<file path="config.mk">
export PLATFORM = sky130hd
export DESIGN_NAME = ecmd_cfg
export DESIGN_NICKNAME = d
export VERILOG_FILES = /design/src/hdl/ecmd_pkg.sv /design/src/hdl/ecmd_cfg.sv
export SDC_FILE = /design/constraint.sdc
export NUM_CORES = 1
export LEC_CHECK = 0
export CAP_MARGIN = 10
export CORE_AREA = 2 2 78 80
export DETAILED_ROUTE_END_ITERATION = 8
export DIE_AREA = 0 0 80 82
export DONT_BUFFER_PORTS = 1
export GPL_TIMING_DRIVEN = 0
export PLACE_DENSITY_LB_ADDON = 0.25
export SETUP_SLACK_MARGIN = 0.5
export SLEW_MARGIN = 25
export SYNTH_ARGS = -nofsm -noshare
export SYNTH_HDL_FRONTEND = slang
export SYNTH_SLANG_ARGS = --single-unit
</file>
<file path="constraint.sdc">
create_clock -name clk -period 2.8 [get_ports clk]
set_input_delay 0.42 -clock clk [delete_from_list [all_inputs] [get_ports clk]]
set_output_delay 0.42 -clock clk [all_outputs]
set_load 0.02 [all_outputs]
</file>
<file path="src/hdl/ecmd_pkg.sv">
package ecmd_pkg;

  localparam int CfgIdxW = 3;
  localparam int CfgDataW = 24;

  typedef enum logic [CfgIdxW-1:0] {
    REG_CELL_SHIFT = 3'd0,
    REG_WINDOW     = 3'd1,
    REG_NEEDED     = 3'd2,
    REG_DEAD       = 3'd3,
    REG_NEIGHBOR   = 3'd4
  } reg_idx_t;

  localparam int XW = 10;
  localparam int YW = 9;
  localparam int CCOLW = 7;
  localparam int CROWW = 6;
  localparam int MaxCellShift = 6;

  typedef struct packed {
    logic [XW-1:0] pix_x;
    logic [YW-1:0] pix_y;
    logic [39:0]   stamp;
  } event_t;

  typedef struct packed {
    logic             detected;
    logic             filtered_out;
    logic [CCOLW-1:0] cell_col;
    logic [CROWW-1:0] cell_row;
  } result_t;

  typedef struct packed {
    logic [2:0]  cell_size_shift;
    logic [19:0] window_length;
    logic [15:0] events_needed;
    logic [23:0] dead_time;
    logic [19:0] neighbor_window;
  } cfg_t;

endpackage

</file>
<file path="src/hdl/ecmd_cfg.sv">
module ecmd_cfg
  import ecmd_pkg::*;
(
  input  logic                clk,
  input  logic                rst,
  input  logic                cfg_we,
  input  logic [CfgIdxW-1:0]  cfg_index,
  input  logic [CfgDataW-1:0] cfg_data,
  output cfg_t                cfg
);

  // register file
  always_ff @(posedge clk) begin
    if (rst) begin
      cfg.cell_size_shift <= 3'd4;
      cfg.window_length   <= 20'd1000;
      cfg.events_needed   <= 16'd10;
      cfg.dead_time       <= 24'd50000;
      cfg.neighbor_window <= 20'd0;
    end else if (cfg_we) begin
      case (reg_idx_t'(cfg_index))
        REG_CELL_SHIFT: cfg.cell_size_shift <= cfg_data[2:0];
        REG_WINDOW:     cfg.window_length   <= cfg_data[19:0];
        REG_NEEDED:     cfg.events_needed   <= cfg_data[15:0];
        REG_DEAD:       cfg.dead_time       <= cfg_data[23:0];
        REG_NEIGHBOR:   cfg.neighbor_window <= cfg_data[19:0];
        default: ;
      endcase
    end
  end

endmodule

</file>
After elaboration in Yosys (flattened, before gate mapping)
Index checks and enable logic that the tools add are counted.

cells by class
  eq/ne operators = 4
  reduce and logical (&&, ||, !) cells = 6

operators with widths
  kind                count
  $reduce_and 2->1    5
  $eq 3x2->1 const B  2
  $eq 3x1->1 const B  1
  $eq 3x3->1 const B  1
  $logic_not 3->1     1

word-level totals
  register bits after elaboration = 83
  bits of input ports = 30

Longest topological paths before layout
  depth after elaboration = 2
  mapped depth = 5
  gate-level depth less buffers = 2

Least setup slack after synthesis
Ideal clock, no wire load.

  kind = input to register
  start point = in cfg_index[0]
  end point = reg cfg[80] (netlist bit)
  setup time = 0.122 ns
  data arrival time = 1.171 ns
  slack = 1.507 ns
  stages on the path = 3
  cell sequence = or4b_1 buf_2 mux2i_1

on the way
  longest elaborated chain between the ends = 2

ends and longest elaborated chain
  item                        line            text
  start, declared             ecmd_cfg.sv:7   input logic [CfgIdxW-1:0] cfg_index,
  $logic_not 3->1             ecmd_cfg.sv:21  case (reg_idx_t'(cfg_index))
  $reduce_and 2->1 (no line)  n/a
  end, declared               ecmd_cfg.sv:9   output cfg_t cfg

Every way passes these cells.
A chain may end at the register's enable or synchronous reset.

Worst setup path in the final report
  start point = reg cfg[64] (netlist bit)
  end point = out cfg[64] (netlist bit)

No word-level cell between the ends.

==> out/metrics.cfg <==
[status]
status = finished, final reports clean

[floorplan]
die_h_um = 82
dieArea_sq_um = 6560
ios = 113
die_w_um = 80
rows = 28
core-area_sq_um = 5750
initial_core_util = 0.586

[detailed_routing]
wire_per_inst_um = 19.1
detail_route.iter0.violations = 62
ant_nets = 0
vias_per_cell = 5.47
drc_errors = 0
wl_mm = 7.74
vias = 2221
dr.pass1.iters = 4

[setup_path]
setup.worst_path.start_class = register
cp_max_fo = 2
end_kind = output pin
reg2reg_depth = 2
arrival_ns = 0.83
required_ns = 2.38
path_class = register to output pin
path_depth = 0

[yosys]
synthCells = 315
yosysUniqueCellTypes = 13
synth_top_area_frac = 0.494
postSynth.asyncResetShare = 0
syn_area_per_cell_sq_um = 10.7
synth_edf_count = 0
synth_top_cell_by_area = dfxtp_1
synth.most_common_cell = nand2b_1
ys_ff_latch = 83
ys_seq_area_frac = 0.494
synth_area_sq_um = 3360
syn-num-nets = 345
yosys_warnings = 0
synthTopCellsByArea = dfxtp_1, mux2i_1, nand2b_1
synth_commonest_cells = nand2b_1, dfxtp_1, mux2i_1
ys.flop_type = dfxtp_1

[clock_network]
cts_resized = 0
clock_latency_ns = 0.34
cts_hold_buf = 0
cts_made_buffers = 9
h-tree-depth = 3
cts_tree = built
cts_max_path_buffers = 2
cts-root-buf = clkbuf_8
clkTransAtPathRegs_ns = 0.09
post_cts_buffers = 0
cts.sinks = 83

[global_routing]
grt_max_degree = 14
antenna_found_initial = 0
top_usage_layer = met2
grt_pass1_vias = 2216
grt.total_usage = 0.240
overflow = 0
grt_pass1_wl_mm = 11.6
use_met2 = 0.380
met1_usage = 0.301
grt.met3_usage = 0.0780

[sta]
rsz0062_at_grt = false
relSlewSlack = 0.655
hold_violations = 0
finalCritPeriodShare = 0.445
setup_tns_ns = 0
fmaxAchievable_mhz = 803
fin_ws_ns = 1.55
worst_pin_slew_ns = 0.518
post-route-min-period_ns = 1.25
finalClockSkew_ns = 0
slew_viol_final = 0
finalSetupViolCount = 0

[flow_run]
drv_cap = 0

[cells_and_area]
instances_no_fill = 406
fillerInstances = 493
regArea_sq_um = 1660
largest_reg_flops = 83
regMostFlops = cfg
reg_top3 = cfg x83
drive_above_1_share = 0.0876
multi_input_area_sq_um = 1590
antenna_cells = 0
synthToLayoutAreaGrowth_pct = 8.59
nNetsFinal = 356

[pwr]
peakVddDrop_v = 0.000397
power_density_nw_per_um2 = 613
p_leak_uw = 0.00157

[place]
dp.cells = 390
pre_cts_slack_ns = 1.22
gp_routability_congestion = 0.761
dp_hpwl_mm = 5.49
io_buffers = 0

[hold_path]
worst_hold_path_type = input port to register
holdPathStages = 2

[path summary, 6_finish.rpt]
kind                 from      end  slack [ns]
max reg2reg       cfg[62]  cfg[62]        2.00
min          cfg_data[23]  cfg[43]        0.24
max               cfg[64]  cfg[64]        1.55
min reg2reg       cfg[53]  cfg[53]        0.58
[power breakdown]
part	leakage [uW]	internal (uW)	total (uW)	switching, uW
registers	0.000672	1210	1260	50.6
logic	0.000808	61.0	133	72.2
clock network	0.0000926	436	851	415
[layer usage]
layer / vias to the layer above / wire (um)
li1: 1065 / -
met1: 1065 / 3350
met2: 75 / 3630
met3: 16 / 591
met4: 0 / 167
met5: - / 0
[area by class of cell]
cell class,instances,share of cell area
Clock buffer,12,0.0397
Clock inverter,4,0.0137
Buffer,23,0.0301
Multi-Input combinational cell,209,0.436
Sequential cell,83,0.455
Tap cell,75,0.0257
[placed cells by master (no fill, tap or decap)]
cell	instances
clkbuf_8	10
clkinvlp_4	2
dfxtp_1	83
nor2_1	26
buf_6	1
nand4b_1	1
and4b_2	1
and4bb_2	2
buf_4	1
clkinv_2	1
nand4bb_1	3
mux2i_1	83
or4b_1	1
bufinv_16	1
buf_2	10
nand2b_1	92
clkbuf_1	13
[stage by stage]
step | hold slack, ns | util | power [uW] | instance area (sq um)
after global routing | 0.228 | 0.636 | 2320 | 3650
after global placement | 0.559 | 0.602 | 1410 | 3460
after detailed placement | 0.566 | 0.602 | 1420 | 3460
final | 0.241 | 0.636 | 2240 | 3650
after CTS | 0.231 | 0.636 | 2260 | 3650
after floorplan | 0.546 | - | 1380 | 3360
[cells by family (layout without fill, tap and decap cells)]
group,Yosys count,count (layout),share of synthesized area
buf+inv,23,39,0.0327
mux,83,83,0.247
simple gates,126,126,0.226
flops,83,83,0.494
Note: power is estimated with default switching activity, not from simulation.
